**src/hdl/lsi_blend.sv**
```systemverilog
// linear blend of two q8.24 levels by a 25-bit weight
`default_nettype none
module lsi_blend (
    input  wire logic        clk,
    input  wire logic        rst_n,
    input  wire logic        start,
    input  wire logic [31:0] a,
    input  wire logic [31:0] b,
    input  wire logic [24:0] w,
    output logic             done,
    output logic [31:0]      y
);
    logic        v1_reg, v2_reg, v3_reg;
    logic [56:0] p_reg, p_next;
    logic [56:0] acc_reg, acc_next;
    logic [31:0] b_reg;
    logic [24:0] w_reg;
    logic [31:0] y_reg, y_next;
    logic [56:0] rnd;

    always_comb
    begin
        p_next   = 57'(25'h100_0000 - w) * 57'(a);
        acc_next = p_reg + 57'(w_reg) * 57'(b_reg);
        rnd      = acc_reg + (57'(1) << 23);
        y_next   = rnd[55:24];
    end

    always_ff @(posedge clk or negedge rst_n)
    begin
        if (!rst_n)
        begin
            v1_reg <= 1'b0;
            v2_reg <= 1'b0;
            v3_reg <= 1'b0;
        end
        else
        begin
            v1_reg <= start;
            v2_reg <= v1_reg;
            v3_reg <= v2_reg;
        end
    end

    always_ff @(posedge clk)
    begin
        if (start)
        begin
            p_reg <= p_next;
            b_reg <= b;
            w_reg <= w;
        end
        acc_reg <= acc_next;
        y_reg   <= y_next;
    end

    assign done = v3_reg;
    assign y    = y_reg;
endmodule
`default_nettype wire

```
**config.mk**
```make
export PLATFORM = sky130hd
export DESIGN_NAME = lsi_blend
export DESIGN_NICKNAME = d
export VERILOG_FILES = /design/src/hdl/lsi_blend.sv
export SDC_FILE = /design/constraint.sdc
export NUM_CORES = 2
export LEC_CHECK = 0
export ABC_AREA = 0
export BUFFER_PORTS_ARGS = -buffer_cell sky130_fd_sc_hd__buf_2
export CORE_ASPECT_RATIO = 1.2
export CORE_MARGIN = 1
export CORE_UTILIZATION = 40
export CTS_CLUSTER_DIAMETER = 80
export DETAILED_ROUTE_END_ITERATION = 7
export GPL_TIMING_DRIVEN = 1
export PLACE_DENSITY = 0.62
export SLEW_MARGIN = 20
export SYNTH_ARGS = -nofsm -noshare
export SYNTH_HDL_FRONTEND = slang
export SYNTH_SLANG_ARGS = --single-unit
```
**constraint.sdc**
```tcl
create_clock -name clk -period 9.82 [get_ports clk]
set_input_delay 0.491 -clock clk [delete_from_list [all_inputs] [get_ports clk]]
set_output_delay 0.491 -clock clk [all_outputs]
set_load 0.005 [all_outputs]
```
=== Word level (Yosys, flattened, before mapping) ===
Cells that the tools add are included.
Widths: inputs -> output; s select.

* Bitwise gates (word level): 0
* Shift operators: 0
* Mux-type cells: 0
* Reductions and logical operators: 0
* Add/subtract/negate cells: 3
* Eq/ne operators: 0
* Divide/modulo/power cells: 0
* Order comparisons: 0
* Multiply operators: 2

{| class="wikitable"
|+ Operators with widths
! kind !! count
|-
| $add 56x24->56 const B || 1
|-
| $add 56x56->56 || 1
|-
| $mul 25x32->56 || 1
|-
| $mul 26x33->56 || 1
|-
| $sub 25x25->26 const A || 1
|}

* Word-level logic and storage cells: 13
* Bits in registers: 204
* Input bits: 92
* Bits in writable memories: 0
* Memory bits (read-only): 0
* Latch bits: 0
* Memories: 0

=== Depth between registers and ports, before layout ===
* Depth in word-level cells: 2
* Gate-level depth with buffers: 38
* Gate-level depth less buffers: 33

=== Least setup slack after synthesis ===
Ideal clock, no wire load.

* Kind: input to register
* Start point: input port w[0]
* End point: register p_reg[49], data pin
* Path buffers: 4
* Data required time: 9.561 ns
* Setup slack: 0.902 ns
* Stages: 34
* Arrival: 8.659 ns
* Cells stage by stage: clkbuf_1 -> clkbuf_1 -> inv_1 -> ha_1 -> inv_1 -> or3_1 -> buf_2 -> or4_1 -> xor2_1 -> clkbuf_1 -> nand2_1 -> fa_1 -> fa_1 -> inv_1 -> fa_1 -> inv_1 -> fa_1 -> inv_1 -> fa_1 -> inv_1 -> fa_1 -> fa_1 -> inv_1 -> ha_1 -> a21oi_1 -> o21ai_0 -> a2111oi_0 -> nor2_1 -> nand4_1 -> a211oi_1 -> o41ai_1 -> nor2_1 -> a311o_1 -> xor2_1

* Word-level cells in the longest chain between the ends: 2

{| class="wikitable"
|+ Ends and longest elaborated chain
! item !! line !! text
|-
| start: declaration || 9 || <nowiki>input wire logic [24:0] w,</nowiki>
|-
| $sub 25x25->26 || 23 || <nowiki>p_next = 57'(25'h100_0000 - w) * 57'(a);</nowiki>
|-
| $mul 26x33->56 || 23 ||
|-
| named net p_next[49] || 14 || <nowiki>logic [56:0] p_reg, p_next;</nowiki>
|-
| end signal: assignment || 49 || <nowiki>p_reg <= p_next;</nowiki>
|-
| end: declaration || 14 ||
|}

The timed path passes the listed nets, and every way through them passes these cells.
A chain may end at the register's enable or synchronous reset.

=== Worst setup path after layout ===
* Start point: input port w[2]
* End point: register p_reg[49], data pin

Same word-level chain as after synthesis.

==> flow_summary.json <==
{
  "largest_reg_flops": 56,
  "layout_commonest_cell": "inv_1",
  "grt_pass1_vias": 45200,
  "gp_congestion": 0.919,
  "drive_gt1_share_pct": 5.69,
  "antenna_found_initial": 23,
  "synth.avg_cell_area_sq_um": 9.37,
  "rows": 151,
  "initial_core_util_pct": 40.4,
  "synth_nets": 8041,
  "portBuffers": 124,
  "worst_slew_pin_slew_ps": 1190,
  "cts_resized": 0,
  "clk_pin_slew_ps": 70,
  "insertion_delay_ps": 530,
  "num_vias": 40700,
  "drt_iter0_drc": 2367,
  "yosysSeqAreaShare_pct": 8.34,
  "grt_max_degree": 65,
  "die_h_um": 416,
  "cts_root_buf": "clkbuf_16",
  "grt-ovfl-total": 0,
  "min_path_type": "in -> reg",
  "slew_headroom_pct": 20.7,
  "end_kind": "flip-flop",
  "io_pins": 125,
  "rsz0062_at_grt": "false",
  "first_pass_iters": 6,
  "finClkSkew_ps": 16.5,
  "slowest_delay_ps": 580,
  "h-tree-depth": 4,
  "antenna_left": 0,
  "worstPathMaxFanout": 22,
  "critical_path.slowest_cell": "or4_4",
  "clock_path_buffers": 2,
  "synth_edf_count": 113,
  "async_flop_share_pct": 1.66,
  "synth_area_sq_um": 57200,
  "cts_num_sinks": 181,
  "hold_viol_final": 0,
  "period_needed_ps": 9400,
  "wire_per_inst_um": 20.2,
  "yosys_most_used_dff": "edfxtp_1",
  "netlist_instances": 6101,
  "track_usage_pct": 23.2,
  "finalCritPeriodShare_pct": 95.7,
  "path_class": "in -> reg",
  "maxCapViolCount": 0,
  "ys_ff_latch": 181,
  "via_per_inst": 5.11,
  "whs_ps": 146,
  "die-area_sq_um": 144000,
  "cp_data_required_time_ps": 10080,
  "cpMostUsedCell": "fa_1",
  "cp_top_family": "adder cells",
  "crit_buf_inv": 6,
  "synth.distinct_cells": 62,
  "setup_viol": 0,
  "drc_errors": 0,
  "core_area_sq_um": 142000,
  "cts_tree": "built",
  "grt_pass1_wl_mm": 256,
  "syn2layout_area_growth_pct": 6.71,
  "slew_violations": 0,
  "die_x_um": 347,
  "final_cell_mix": "inv_1 (1488), fa_1 (1458), nand2_1 (1159)",
  "finish.utilization_pct": 43.1,
  "arrival_ps": 9670,
  "status": "finished clean",
  "nets": 8039,
  "max_freq_mhz": 106,
  "cp-start-kind": "input port",
  "ys.warnings.count": 0,
  "cts_made_buffers": 17,
  "placed_area_sq_um": 60300,
  "dpl.hpwl_mm": 131,
  "drt-total-wl_mm": 161,
  "finalInstanceArea_sq_um": 61000
}
==> per-layer routing <==
| metal | track usage (%) | vias to the layer above | share of wire, % |
|---|---|---|---|
| met3 | 3.71 | 327 | 6.9 |
| met2 | 40.3 | 1400 | 50 |
| met4 | 8.95 | 20 | 3.8 |
| met1 | 28.9 | 21300 | 39 |
| li1 | - | 17600 | - |
| met5 | 0 | - | 0.080 |
==> kinds of logic (layout without fill, tap and decap cells) <==
family,count (synthesis),after routing,synth area share (%)
fa+ha+maj,1848,1848,59.6
xor+xnor,146,146,2.25
compound gates,249,249,2.79
simple gates,1892,1892,15.3
flops,181,181,8.34
buf+inv,1785,1796,11.7
other cells,0,8,0
==> layout make-up <==
type                       instances  area (sq um)
antenna                            8          20.0
fill                           13800         80500
tap                             1836          2300
clock buffer                      17           425
inverter                        1488          5590
sequential                       181          4770
clock inverter                    15           120
multi-input combinational       4135         45900
timing repair buffer             276          1900
==> worst reg2reg max path: stages, from the launching register on <==
cell       delay (ps)
edfxtp_1         1100
buf_4             330
nand2_1           100
fa_1              570
inv_1              50
fa_1              470
inv_1              50
fa_1              480
fa_1              590
fa_1              440
fa_1              490
inv_1              50
fa_1              430
ha_1              340
a21o_1            180
a21o_1            180
a2111oi_0         420
nor3_1            250
nor4_1            660
buf_4             270
o211ai_1          180
a41oi_1           390
o21ai_0           210
a21oi_1           210
xnor2_1           170
==> final timing paths <==
path                            startpoint           to  slack [ps]  depth (start not counted)
worst max register to register   w_reg[13]  acc_reg[55]        1120                         24
max in group asynchronous            rst_n         done        9410                          2
min in group asynchronous            rst_n       v1_reg         300                          2
worst max-delay path                  w[2]    p_reg[49]         420                         30
worst min-delay path                 b[14]    b_reg[14]         150                          1
worst min register to register      v2_reg         done         350                          0
==> through the flow <==
stage               std cells  worst slack, ps  setup TNS, ps
finish                   7956              418              0
global route             7949             9.17              0
CTS                      7942              518              0
detailed placement       7909            -20.3          -20.3
global placement         7905             91.2              0
floorplan                6101              902              0
==> cells in the mapped netlist, types with 5 or more instances <==
library cell / number / share of area [%]
fa_1: 1458 / 51
nor3_1: 15 / 0.13
xnor2_1: 102 / 1.6
ha_1: 390 / 8.5
nor2_1: 76 / 0.50
nor2b_1: 9 / 0.098
xor2_1: 43 / 0.66
o211ai_1: 9 / 0.12
inv_1: 1488 / 9.8
o21ai_0: 47 / 0.41
and3_1: 16 / 0.18
clkbuf_1: 292 / 1.9
or2_2: 15 / 0.16
nand4_1: 24 / 0.26
a21o_1: 40 / 0.53
dfxtp_1: 65 / 2.3
a31oi_1: 7 / 0.077
a211oi_1: 9 / 0.12
a21oi_1: 79 / 0.69
and2_1: 518 / 5.7
edfxtp_1: 113 / 5.9
and4_1: 5 / 0.077
o21a_1: 5 / 0.066
nand2_1: 1159 / 7.6
o21bai_1: 11 / 0.14
nor4_1: 6 / 0.066
or3_1: 6 / 0.066
nand3_1: 21 / 0.18
nand2b_1: 7 / 0.077
==> repair_timing <==
action,in CTS,in global routing
hold buffers,1,0
setup buffers,0,0
endpoints found under the hold margin,3,0
Power is not shown: default switching activity piles up to over one toggle a cycle in this logic, so the estimate is an artifact.
