[src/hdl/lsi_pkg.sv]
// shared constants and state types of the leverage surface interpolator
`default_nettype none
package lsi_pkg;
    localparam int MAX_LAYERS_DEF = 64;
    localparam int MAX_POINTS_DEF = 256;

    localparam logic [1:0] OP_START  = 2'd0;
    localparam logic [1:0] OP_APPEND = 2'd1;
    localparam logic [1:0] OP_QUERY  = 2'd2;

    localparam logic [1:0] ST_OK     = 2'd0;
    localparam logic [1:0] ST_REJECT = 2'd1;
    localparam logic [1:0] ST_EMPTY  = 2'd2;

    localparam logic [31:0] ONE_Q24 = 32'h0100_0000;
    localparam logic [29:0] LN2_Q30 = 30'd744261118;

    localparam int LN_W  = 29;
    localparam int DIV_W = 57;
    localparam int F_W   = 60;

    typedef enum logic [3:0] {
        S_IDLE, S_T0, S_TN, S_SRCH, S_LN, S_LRD, S_LDIV, S_LF,
        S_LV0, S_LV1, S_LBL, S_TDIV, S_TBL, S_DONE
    } state_t;

    typedef enum logic [2:0] {
        LN_IDLE, LN_NORM, LN_SQ, LN_ABS, LN_MUL, LN_RND
    } ln_state_t;
endpackage
`default_nettype wire

[src/hdl/lsi_div.sv]
// restoring divider, one quotient bit per cycle
`default_nettype none
module lsi_div #(
    parameter int NW = lsi_pkg::DIV_W,
    parameter int DW = 32
) (
    input  wire logic          clk,
    input  wire logic          rst_n,
    input  wire logic          start,
    input  wire logic [NW-1:0] num,
    input  wire logic [DW-1:0] den,
    output logic               done,
    output logic [NW-1:0]      quo,
    output logic               rem_nz
);
    localparam int CW = $clog2(NW + 1);

    logic [NW-1:0] num_reg, num_next;
    logic [NW-1:0] q_reg, q_next;
    logic [DW-1:0] rem_reg, rem_next;
    logic [DW-1:0] den_reg, den_next;
    logic [CW-1:0] cnt_reg, cnt_next;
    logic          busy_reg, busy_next;
    logic          done_reg, done_next;
    logic [DW:0]   r2;

    always_comb
    begin
        num_next  = num_reg;
        q_next    = q_reg;
        rem_next  = rem_reg;
        den_next  = den_reg;
        cnt_next  = cnt_reg;
        busy_next = busy_reg;
        done_next = 1'b0;
        r2        = {rem_reg, num_reg[NW-1]};
        if (start)
        begin
            num_next  = num;
            den_next  = den;
            rem_next  = '0;
            q_next    = '0;
            cnt_next  = CW'(NW);
            busy_next = 1'b1;
        end
        else if (busy_reg)
        begin
            num_next = num_reg << 1;
            if (r2 >= {1'b0, den_reg})
            begin
                rem_next = DW'(r2 - {1'b0, den_reg});
                q_next   = {q_reg[NW-2:0], 1'b1};
            end
            else
            begin
                rem_next = DW'(r2);
                q_next   = {q_reg[NW-2:0], 1'b0};
            end
            cnt_next = cnt_reg - 1'b1;
            if (cnt_reg == CW'(1))
            begin
                busy_next = 1'b0;
                done_next = 1'b1;
            end
        end
    end

    always_ff @(posedge clk or negedge rst_n)
    begin
        if (!rst_n)
        begin
            busy_reg <= 1'b0;
            done_reg <= 1'b0;
            cnt_reg  <= '0;
        end
        else
        begin
            busy_reg <= busy_next;
            done_reg <= done_next;
            cnt_reg  <= cnt_next;
        end
    end

    always_ff @(posedge clk)
    begin
        num_reg <= num_next;
        q_reg   <= q_next;
        rem_reg <= rem_next;
        den_reg <= den_next;
    end

    assign done   = done_reg;
    assign quo    = q_reg;
    assign rem_nz = |rem_reg;
endmodule
`default_nettype wire

[config.mk]
export PLATFORM = sky130hd
export DESIGN_NAME = lsi_div
export DESIGN_NICKNAME = d
export VERILOG_FILES = /design/src/hdl/lsi_pkg.sv /design/src/hdl/lsi_div.sv
export SDC_FILE = /design/constraint.sdc
export NUM_CORES = 1
export LEC_CHECK = 0
export ABC_AREA = 1
export BUFFER_PORTS_ARGS = -buffer_cell sky130_fd_sc_hd__buf_2
export CAP_MARGIN = 10
export CORE_ASPECT_RATIO = 1.25
export CORE_MARGIN = 5
export CORE_UTILIZATION = 40
export DETAILED_ROUTE_END_ITERATION = 8
export GPL_TIMING_DRIVEN = 0
export PLACE_DENSITY = 0.56
export SLEW_MARGIN = 20
export SYNTH_ARGS = -nofsm -noshare
export SYNTH_HDL_FRONTEND = slang
export SYNTH_SLANG_ARGS = --single-unit
export TNS_END_PERCENT = 50
[constraint.sdc]
create_clock -name clk -period 3.9 [get_ports clk]
set_clock_uncertainty 0.05 [all_clocks]
set_input_delay 0.195 -clock clk [delete_from_list [all_inputs] [get_ports clk]]
set_output_delay 0.195 -clock clk [all_outputs]
set_load 0.005 [all_outputs]
# Word-level counts from Yosys, hierarchy flattened
# Cells that the tools add are included.
op_classes:
  n_addsub: 2
  order_cmp: 1
  eq_ne: 1
  mux: 12
  n_reduce_logical: 2
ops:
  columns: ["operator", "n"]
  rows:
  - ["$mux 57", 2]
  - ["$ge 33x32->1", 1]
  - ["$mux 32", 1]
  - ["$reduce_or 32->1", 1]
  - ["$sub 32x32->32", 1]
  - ["$mux 6", 2]
  - ["$mux 1", 7]
  - ["$eq 6x1->1 const B", 1]
  - ["$sub 6x1->6 const B", 1]
  - ["$reduce_bool 2->1", 1]
totals:
  reg_bits: 186
  inputBits: 92
  word_cells: 25

# Depth between registers and ports, before layout
depth:
  depth_word: 4
  ltp_mapped: 17
  depth_no_buf: 16

# Least setup slack after synthesis
# No wires, ideal clock.
synth_path:
  kind: "input to register"
  startpoint: "input start"
  endpoint: "register num_reg[0], enable pin"
  setup_time_ns: 0.444
  arrival_time_ns: 2.442
  required_time_ns: 3.406
  setup_slack_ns: 0.964
  cell_stages: 4
  cell_sequence: "clkbuf_1 -> nor2_1 -> inv_2 -> clkbuf_1"
synth_via:
  elab_chain_cells: 1
synth_lines:
  columns: ["element", "line_no", "rtl"]
  rows:
  - ["start: declaration", "lsi_div.sv:9", "input wire logic start,"]
  - ["$reduce_bool 2->1 (no source line)", null, null]
  - ["end signal: assignment", "lsi_div.sv:86", "num_reg <= num_next;"]
  - ["end: declaration", "lsi_div.sv:18", "logic [NW-1:0] num_reg, num_next;"]
# Every way passes these cells.
# A chain may end at the register's enable or synchronous reset.

==> impl_metrics.ini <==
[setup_path]
crit_type = in2reg
crit_path_start_kind = input pin
r2r_setup_slack_ns = 1.54
reg2reg_to = rem_reg[28]
crit_required_ns = 4.17
cp.arrival_ns = 2.77
cp_slowest_cell = buf_2
end_kind = flip-flop
path_delay_family = buffers and inverters
path_buf_inv = 5
cp-startpoint = start
path_cells = buf_2, clkbuf_1, nor2_1, inv_1, clkbuf_1, buf_2, o22ai_1
crit_fanout = 33
rr_worst_depth = 11
r2r_start = rem_reg[16]
cp_slowest_stage_delay_ns = 0.64

[global_route]
grt_antenna_before_repair = 0
grt_util_all_layers = 0.1963
grt_pass1_vias = 8739
grt_pass1_wl_microns = 43010
grt_max_degree = 50
grt-ovfl-total = 0

[synth]
yosys.area_share.simple = 0.2978
synth_fa_ha_area_frac = 0.04579
netlist_area_sq_um = 9727
synth_top_family_by_area = simple AND/OR/NAND/NOR gates
synth-seq-cells = 186
synth.area.top_cells = edfxtp_1, nand2_1, dfxtp_1
async_reset_ff_frac = 0.04301
synth_fp_nets = 1424
syn_inst = 1297
synth_flop_cell = edfxtp_1
synth_compound_area_frac = 0.05827
synth-xor-area-share = 0.01261
netlist.area_leader.share = 0.2748
yosys_warnings = 0
synth_edf_count = 89
synth_mux_area_frac = 0
syn_avg_cell_area_sq_um = 7.499
synth_cell_types = 37
ys_seq_area_frac = 0.4785
post-synth-top-area-cell = edfxtp_1

[pwr]
comb_power_share = 0.241
p_per_area_nw_per_um2 = 427.8
switchingPower_uw = 1661
seq_power_share = 0.428
p_leak_uw = 0.006324
ir_drop_v = 0.0002948
switching_share = 0.3139
power.share.clock = 0.331
internal_power_uw = 3632

[hold_path]
min_delay_worst_endpoint = num_reg[43]
hold_depth = 3
hold_start = num[43]
min_path_type = in2reg

[final_layout]
final_cells = 1892
area_growth_pct = 27.21
num-nets-final = 1680
layout_commonest_cell = nand2_1
final_cell_mix = nand2_1, inv_1, buf_2
drive_gt1_frac = 0.1450
fill_cells = 2365

[floorplanning]
die_area_sq_um = 27560
initial_core_util = 0.4073
core_sq_um = 23880
die_h_microns = 184.3
ios = 151
rows = 63
die_w_microns = 149.5

[sta]
period_share = 0.6412
holdWs_ns = 0.01928
hold_viol = 0
fin_crit_ns = 2.501
finalSetupViolations = 0
tightest_slew_ns = 0.8808
slew_violations = 0
setup_tns_ns = 0
rsz0062_at_grt = false
slew-limit-headroom = 0.4106
timing.fmax_mhz = 399.9

[clocking]
clk_path_buf_depth = 2
cts_sinks = 186
cts_resized = 0
cts.reportedPaths.clkPinSlew_ns = 0.07
clk_latency_ns = 0.43
cts-htree-levels = 4
clock-root-buffer = clkbuf_16
hold_buffers = 86
post-cts-setup-buffers = 0
cts_tree = built
cts_buffers = 17

[drt]
wl_per_cell_microns = 14.03
routed_via_density = 4.653
routed_wl_microns = 26540
drtAntennaViolNets = 0
dr.pass1.iters = 5
drt_iter0_drc = 501
post-route-drc-count = 0
via_count = 8804

[place]
numPortBuffers = 150
place.gp.congestion = 0.9157
hpwl_microns = 19770
dp.cells = 1773

[status]
outcome = finished, final reports clean

[run]
maxCapViolCount = 0
-- routing by layer --
| metal | GRT usage | vias to the layer above | part of all wire | routed length [microns] |
|---|---|---|---|---|
| met2 | 0.3529 | 182 | 0.51 | 13470 |
| met4 | 0.07473 | 0 | 0.026 | 695 |
| met3 | 0.04083 | 44 | 0.041 | 1090 |
| met1 | 0.2289 | 4004 | 0.43 | 11280 |
| met5 | 0 | - | 0 | 0 |
| li1 | - | 4574 | - | - |
-- tightest hold or removal path: cells and delay by family --
family | cells | cell delay, ns
simple gates | 2 | 0.13
buf+inv | 1 | 0.08
-- power groups by stage --
stage,clock network (uW),logic [uW],registers [uW]
after floorplan,0,835,2280
after global placement,0,1200,2300
after detailed placement,0,1210,2310
after CTS,1800,1280,2260
after global routing,1870,1440,2280
final,1750,1280,2260
-- cells in the mapped netlist, types with 2 or more instances --
library cell / instances
a21oi_1: 22
and2_1: 3
buf_2: 7
buf_4: 2
buf_6: 3
clkbuf_1: 25
dfrtp_1: 8
dfxtp_1: 89
edfxtp_1: 89
ha_1: 34
inv_1: 220
inv_2: 9
nand2_1: 529
nand2_2: 10
nand3_1: 73
nand3b_1: 4
nand4_1: 10
nor2_1: 46
nor2_2: 4
nor2_4: 3
nor3_1: 5
nor4_1: 7
o21a_1: 2
o21ai_0: 8
o21ai_1: 4
o21bai_1: 3
o22ai_1: 56
xnor2_1: 6
xor2_1: 8
-- kinds of logic (layout without fill, tap and decap cells) --
group | Yosys count | count (layout)
xor gates and xnor gates | 14 | 14
adders and majority gates | 35 | 35
buffers and inverters | 267 | 536
DFF | 186 | 186
and+or+nand+nor | 699 | 699
AOI/OAI and AO/OA | 96 | 96
other | 0 | 1
-- stage by stage --
step,power (uW),setup WS (ns),instance area [sq um],utilization
CTS,5343,1.308,12370,0.5179
detailed placement,3514,0.8090,10920,0.4570
global route,5587,1.094,12370,0.5179
global placement,3503,-1.035,10880,0.4557
finish,5293,1.399,12370,0.5180
floorplan,3119,0.9638,9727,-
-- area by class of cell --
type / count / area (sq um) / share of cell area
timing repair buffer: 237 / 1639 / 0.1325
sequential: 186 / 4654 / 0.3762
multi-input combinational: 844 / 4031 / 0.3258
antenna: 1 / 2.502 / 0.0002022
clock inverter: 12 / 126.4 / 0.01021
tap: 325 / 406.6 / 0.03286
buffer: 38 / 185.2 / 0.01497
clock buffer: 20 / 467.9 / 0.03782
inverter: 229 / 859.6 / 0.06947
-- how the worst max path moves through the flow --
stage	cells past startpoint	slack (ns)	end
after CTS	7	1.31	quo[50]
after global placement	5	-1.03	num_reg[13]
final	7	1.40	quo[52]
after detailed placement	7	0.81	quo[50]
after floorplan	4	0.96	num_reg[0]
after global routing	7	1.09	cnt_reg[1]
Note: power is estimated with default switching activity, not from simulation.
