--- config.mk ---
export PLATFORM = sky130hd
export DESIGN_NAME = lsi_ln
export DESIGN_NICKNAME = d
export VERILOG_FILES = /design/src/hdl/lsi_pkg.sv /design/src/hdl/lsi_ln.sv
export SDC_FILE = /design/constraint.sdc
export NUM_CORES = 2
export LEC_CHECK = 0
export BUFFER_PORTS_ARGS = -buffer_cell sky130_fd_sc_hd__buf_4
export CAP_MARGIN = 30
export CORE_UTILIZATION = 25
export DETAILED_ROUTE_END_ITERATION = 8
export PLACE_DENSITY_LB_ADDON = 0.25
export SLEW_MARGIN = 20
export SYNTH_ARGS = -nofsm -noshare
export SYNTH_HDL_FRONTEND = slang
export SYNTH_SLANG_ARGS = --single-unit
--- constraint.sdc ---
create_clock -name clk -period 7.6 [get_ports clk]
set_input_delay 0 -clock clk [delete_from_list [all_inputs] [get_ports clk]]
set_output_delay 0 -clock clk [all_outputs]
set_load 0.02 [all_outputs]
--- src/hdl/lsi_pkg.sv ---
// shared constants and state types of the leverage surface interpolator
`default_nettype none
package lsi_pkg;
    localparam int MAX_LAYERS_DEF = 64;
    localparam int MAX_POINTS_DEF = 256;

    localparam logic [1:0] OP_START  = 2'd0;
    localparam logic [1:0] OP_APPEND = 2'd1;
    localparam logic [1:0] OP_QUERY  = 2'd2;

    localparam logic [1:0] ST_OK     = 2'd0;
    localparam logic [1:0] ST_REJECT = 2'd1;
    localparam logic [1:0] ST_EMPTY  = 2'd2;

    localparam logic [31:0] ONE_Q24 = 32'h0100_0000;
    localparam logic [29:0] LN2_Q30 = 30'd744261118;

    localparam int LN_W  = 29;
    localparam int DIV_W = 57;
    localparam int F_W   = 60;

    typedef enum logic [3:0] {
        S_IDLE, S_T0, S_TN, S_SRCH, S_LN, S_LRD, S_LDIV, S_LF,
        S_LV0, S_LV1, S_LBL, S_TDIV, S_TBL, S_DONE
    } state_t;

    typedef enum logic [2:0] {
        LN_IDLE, LN_NORM, LN_SQ, LN_ABS, LN_MUL, LN_RND
    } ln_state_t;
endpackage
`default_nettype wire

--- src/hdl/lsi_ln.sv ---
// natural log of a q24.24 value by normalize and repeated squaring
`default_nettype none
module lsi_ln (
    input  wire logic                   clk,
    input  wire logic                   rst_n,
    input  wire logic                   start,
    input  wire logic [47:0]            m,
    output logic                        done,
    output logic                        neg,
    output logic [lsi_pkg::LN_W-1:0]    mag
);
    lsi_pkg::ln_state_t st_reg, st_next;
    logic [47:0]  x48_reg, x48_next;
    logic [5:0]   e_reg, e_next;
    logic [28:0]  x_reg, x_next;
    logic [27:0]  frac_reg, frac_next;
    logic [4:0]   k_reg, k_next;
    logic         sgn_reg, sgn_next;
    logic [32:0]  l2m_reg, l2m_next;
    logic [62:0]  prod_reg, prod_next;
    logic [lsi_pkg::LN_W-1:0] res_reg, res_next;
    logic         done_reg, done_next;
    logic [57:0]  sq;
    logic [29:0]  s;
    logic signed [6:0]  ediff;
    logic signed [35:0] l2;
    logic [62:0]  rnd;

    always_comb
    begin
        st_next   = st_reg;
        x48_next  = x48_reg;
        e_next    = e_reg;
        x_next    = x_reg;
        frac_next = frac_reg;
        k_next    = k_reg;
        sgn_next  = sgn_reg;
        l2m_next  = l2m_reg;
        prod_next = prod_reg;
        res_next  = res_reg;
        done_next = done_reg;
        sq        = 58'(x_reg) * 58'(x_reg);
        s         = sq[57:28];
        ediff     = $signed({1'b0, e_reg}) - 7'sd24;
        l2        = $signed(36'({{29{ediff[6]}}, ediff}) << 28) + $signed(36'(frac_reg));
        rnd       = prod_reg + (63'(1) << 33);
        case (st_reg)
            lsi_pkg::LN_IDLE:
            begin
                if (start)
                begin
                    x48_next  = m;
                    e_next    = 6'd47;
                    done_next = 1'b0;
                    st_next   = lsi_pkg::LN_NORM;
                end
            end
            lsi_pkg::LN_NORM:
            begin
                if (x48_reg[47])
                begin
                    x_next    = x48_reg[47:19];
                    frac_next = '0;
                    k_next    = '0;
                    st_next   = lsi_pkg::LN_SQ;
                end
                else
                begin
                    x48_next = x48_reg << 1;
                    e_next   = e_reg - 1'b1;
                end
            end
            lsi_pkg::LN_SQ:
            begin
                if (s[29])
                begin
                    x_next    = s[29:1];
                    frac_next = {frac_reg[26:0], 1'b1};
                end
                else
                begin
                    x_next    = s[28:0];
                    frac_next = {frac_reg[26:0], 1'b0};
                end
                k_next = k_reg + 1'b1;
                if (k_reg == 5'd27)
                begin
                    st_next = lsi_pkg::LN_ABS;
                end
            end
            lsi_pkg::LN_ABS:
            begin
                sgn_next = l2[35];
                l2m_next = l2[35] ? 33'(-l2) : 33'(l2);
                st_next  = lsi_pkg::LN_MUL;
            end
            lsi_pkg::LN_MUL:
            begin
                prod_next = 63'(l2m_reg) * 63'(lsi_pkg::LN2_Q30);
                st_next   = lsi_pkg::LN_RND;
            end
            lsi_pkg::LN_RND:
            begin
                res_next  = rnd[34 +: lsi_pkg::LN_W];
                done_next = 1'b1;
                st_next   = lsi_pkg::LN_IDLE;
            end
            default:
            begin
                st_next = lsi_pkg::LN_IDLE;
            end
        endcase
    end

    always_ff @(posedge clk or negedge rst_n)
    begin
        if (!rst_n)
        begin
            st_reg   <= lsi_pkg::LN_IDLE;
            done_reg <= 1'b0;
        end
        else
        begin
            st_reg   <= st_next;
            done_reg <= done_next;
        end
    end

    always_ff @(posedge clk)
    begin
        x48_reg  <= x48_next;
        e_reg    <= e_next;
        x_reg    <= x_next;
        frac_reg <= frac_next;
        k_reg    <= k_next;
        sgn_reg  <= sgn_next;
        l2m_reg  <= l2m_next;
        prod_reg <= prod_next;
        res_reg  <= res_next;
    end

    assign done = done_reg;
    assign neg  = sgn_reg && (res_reg != '0);
    assign mag  = res_reg;
endmodule
`default_nettype wire

## After elaboration in Yosys (flattened, before gate mapping)

Cells that the tools add are included.

- $add $sub $neg: 6
- $mul: 2
- Equality and inequality tests: 10
- Reduce and logical (&&, ||, !) cells: 11
- Mux-type cells: 21

Operators with widths:

| cell | number |
|---|---|
| 2-to-1 mux 48 bit | 2 |
| one-hot mux 48 bit (2 select lines) | 1 |
| adder 63 x 34 -> 63 bit (second input constant) | 1 |
| multiplier 33 x 29 -> 62 bit (second input constant) | 1 |
| multiplier 29 x 29 -> 58 bit | 1 |
| 2-to-1 mux 29 bit | 2 |
| one-hot mux 29 bit (2 select lines) | 1 |
| one-hot mux 28 bit (2 select lines) | 1 |
| adder 35 x 29 -> 36 bit | 1 |
| 2-to-1 mux 33 bit | 1 |
| negator 33 bit | 1 |
| nonzero test 29 bit | 1 |
| 2-to-1 mux 28 bit | 1 |
| one-hot mux 3 bit (5 select lines) | 1 |
| 2-to-1 mux 6 bit | 2 |
| one-hot mux 6 bit (2 select lines) | 1 |
| one-hot mux 5 bit (2 select lines) | 1 |
| 2-to-1 mux 3 bit | 3 |
| != test 2 bit (second input constant) | 4 |
| subtractor 6 x 5 -> 7 bit (second input constant) | 1 |
| equality test 3 x 2 -> 1 bit (second input constant) | 2 |
| equality test 3 bit (second input constant) | 2 |
| AND reduction 2 bit | 3 |
| AND reduction 3 bit | 2 |
| 10 further kinds | 13 |

- Word-level logic and storage cells: 62
- Register bits after elaboration: 245
- Bits of input ports: 51
- Output and inout port bits: 31

## Depth between registers and ports, before layout

- Depth after elaboration: 4
- Depth in mapped cells: 31
- Depth with buffers taken out: 29

## Worst setup path after synthesis

No wires, ideal clock.

- Path type: register -> register
- Start point: register x_reg[17]
- End point: register x_reg[6] (data pin)
- Cell stages (with the launch flop): 28
- Period minus slack after synthesis: 7813 ps
- Data required time: 7341 ps
- Library setup time: 259 ps
- Path buffers: 2
- Slack: -213 ps
- Data arrival time: 7554 ps
- Cells stage by stage: edfxtp_1 clkbuf_1 clkbuf_1 nand2_1 fa_1 inv_1 fa_1 inv_1 fa_1 fa_1 inv_1 fa_1 fa_1 fa_1 inv_1 fa_1 inv_1 ha_1 nand2_1 or4_4 or4_1 a211oi_2 nor3b_1 o31ai_1 xor2_1 nand2_1 nor2_1 a211o_1

- Cells in the longest elaborated chain, start to end: 3

Ends and longest elaborated chain:

| what | RTL line | text |
|---|---|---|
| from (decl) | lsi_ln.sv:15 | `logic [28:0] x_reg, x_next;` |
| from (signal assigned) | lsi_ln.sv:133 | `x_reg <= x_next;` |
| multiplier 29 x 29 -> 58 bit | lsi_ln.sv:42 | `sq = 58'(x_reg) * 58'(x_reg);` |
| 2-to-1 mux 29 bit | lsi_ln.sv:75 | `if (s[29])` |
| one-hot mux 29 bit (2 select lines) | lsi_ln.sv:47 | `case (st_reg)` |
| via x_next[6] | lsi_ln.sv:15 |  |

The timed path passes the listed nets, and every way through them passes these cells.
A chain may end at the register's enable or synchronous reset.

## Worst setup path in the final report

- Start point: register x_reg[16]
- End point: register x_reg[20] (data pin)

The elaborated chain is that of the path after synthesis.

==> metrics.cfg <==
[synth]
async_flop_share_pct = 1.878
synth_area_leader_cell = fa_1
synth-seq-cells = 213
syn_inst = 4988
yosys_warnings = 0
synth_top_area_share_pct = 41.67
synth-edff-count = 209
yosysSeqAreaShare_pct = 12.94
synth.cell_area_sq_um = 49290
synth_ff_type = edfxtp_1
synthesis.nets = 6663
synthTopCellsByArea = fa_1, ha_1, edfxtp_1
avgSynthCellArea_sq_um = 9.882
synthDistinctLibCells = 83

[setup_path]
crit_fanout = 14
worstRegToRegCells = 28
worst_ep_arrival_time_ps = 8360
worstPathRequired_ps = 7900
reg2reg_slack_ps = -450
r2r-start = x_reg[16]$_DFFE_PP_
slowest_delay_ps = 580
start_kind = flop
path_class = reg -> reg
end_kind = flop
crit_slowest_cell = fa_1
startpoint = x_reg[16]$_DFFE_PP_
crit_top_cell = fa_1
r2r_end = x_reg[20]$_DFFE_PP_

[grt]
grt_pass1_vias = 38631
grt_first_pass_wirelength_um = 222500
gr-total-overflow = 0
grt_use_met2_pct = 25.87
grt-busiest-layer = met2
grt_max_degree = 70
gr-usage-all-layers_pct = 14.52
grt_util_met1_pct = 19.08
antenna_found_initial = 8
met3_usage_pct = 0.9914

[floorplanning]
io_pins = 82
dieHeight_um = 446.0
fp-row-count = 162
die-area_sq_um = 198900
die-width_um = 446.0
core_sq_um = 195400
initial_core_util_pct = 25.23

[routing]
firstDrtPassIters = 5
postRouteAntennaNets = 0
drt_first_iter_violations = 1429
wl_per_cell_um = 17.03
drc = 0
vias = 34759
wirelength_um = 142700
vias_per_cell = 4.147

[placement]
place_ws_ps = -774.8
io_buffer_count = 81
gpl.final_weighted_congestion = 0.8834
placed_cells = 8212
hpwl_um = 124200

[min_path]
holdPathStages = 4
hold_path_class = in -> reg
whs_endpoint = x48_reg[2]$_DFFE_PP_
hold_path_startpoint = m[2]

[timing]
hold_viol_final = 0
slew_headroom_pct = 41.75
finalCritPeriodShare_pct = 105.9
period_minus_slack_ps = 8052
skew_ps = 9.319
rsz0062_at_grt = true
fmax_mhz = 124.2
setup_violations = 31
tightestPinTransition_ps = 873.8
timing.hold.ws_ps = 251.5
slew_viol_final = 0
worst_slack_ps = -451.7

[final_layout]
nNetsFinal = 7412
area_growth_pct = 24.02
final_common_cell = inv_1
final_cell_mix = inv_1, fa_1, buf_4
largest_reg_flops = 48
stdcell_count = 8381
drive_gt1_share_pct = 18.52
final_core_util_pct = 31.29

[clock_network]
cts_buffers = 27
insertion_delay_ps = 580
htreeDepth = 1
path_clk_slew_ps = 60
clock_sinks = 213
clk_path_buf_depth = 3
cts-root-buf = clkbuf_16
cts_tree = yes

[run_status]
violations = setup timing
status = finished, violations left

[flow_run]
drv_cap = 0

-- worst max path at each step --
stage,end,slack [ps]
after floorplan,x_reg[6]$_DFFE_PP_,-9
after CTS,x_reg[27]$_DFFE_PP_,-480
after global routing,x_reg[9]$_DFFE_PP_,-630
final,x_reg[20]$_DFFE_PP_,-450
after detailed placement,x_reg[6]$_DFFE_PP_,-770
after global placement,x_reg[20]$_DFFE_PP_,-750
-- synthesized netlist by cell type, drive strengths merged, types with 47 or more instances --
| cell | instances |
|---|---|
| a21o | 47 |
| a21oi | 135 |
| and2 | 199 |
| clkbuf | 113 |
| edfxtp | 209 |
| fa | 1026 |
| ha | 598 |
| inv | 1459 |
| nand2 | 437 |
| nand3 | 50 |
| nor2 | 124 |
| o21ai | 109 |
| xnor2 | 99 |
| xor2 | 49 |
-- critical path, delay by kind of cell (launching register included) --
family                   cells  cell delay (ps)
adder cells (fa/ha/maj)      9             4330
AND/OR/NAND/NOR              5             1050
buffers and inverters        9              980
AO/OA/AOI/OAI                4              720
flip-flops                   1              480
XOR/XNOR                     1              190
-- cells by family after synthesis --
group,Yosys count,share of synthesized area (%)
compound gates,442,5.825
simple gates,970,9.438
fa+ha+maj,1624,56.85
mux,6,0.1244
xor+xnor,148,2.683
flops,213,12.94
buf+inv,1585,12.15
-- cell type report --
| cell class | count | area, sq um |
|---|---|---|
| Antenna cell | 1 | 2.502 |
| Clock buffer | 28 | 679.4 |
| Clock inverter | 20 | 162.7 |
| Fill cell | 20536 | 134300 |
| Inverter | 1460 | 5488 |
| Multi-Input combinational cell | 3190 | 37960 |
| Sequential cell | 213 | 6376 |
| Tap cell | 2624 | 3283 |
| Timing Repair Buffer | 845 | 7183 |
-- per-stage QoR --
step                      area, sq um  TNS, ps
after floorplan                 49340   -9.499
final                           61130   -10830
after CTS                       60330   -10220
after global routing            61130   -18220
after detailed placement        58000   -20830
after global placement          58000   -19420
-- metal layers --
layer / part of all wire [%] / wire, um / up-vias
met5: 0 / 0 / -
met4: 2.6 / 3730 / 0
met3: 2.6 / 3646 / 122
met2: 50 / 71550 / 397
met1: 45 / 63780 / 17581
li1: - / - / 16659
-- what timing repair did --
| item | in CTS | in global routing |
|---|---|---|
| endpoints found under the setup margin | 41 | 46 |
| resized for setup | 123 | 144 |
| pin swaps | 75 | 77 |
| setup buffers | 39 | 29 |
| endpoints found under the hold margin | 54 | 1 |
| hold buffers | 50 | 1 |
| cloned | 1 | 1 |
Power is left out: the tool's default activity adds up to more than one toggle a clock period on the data nets, which glitch-free logic cannot reach.
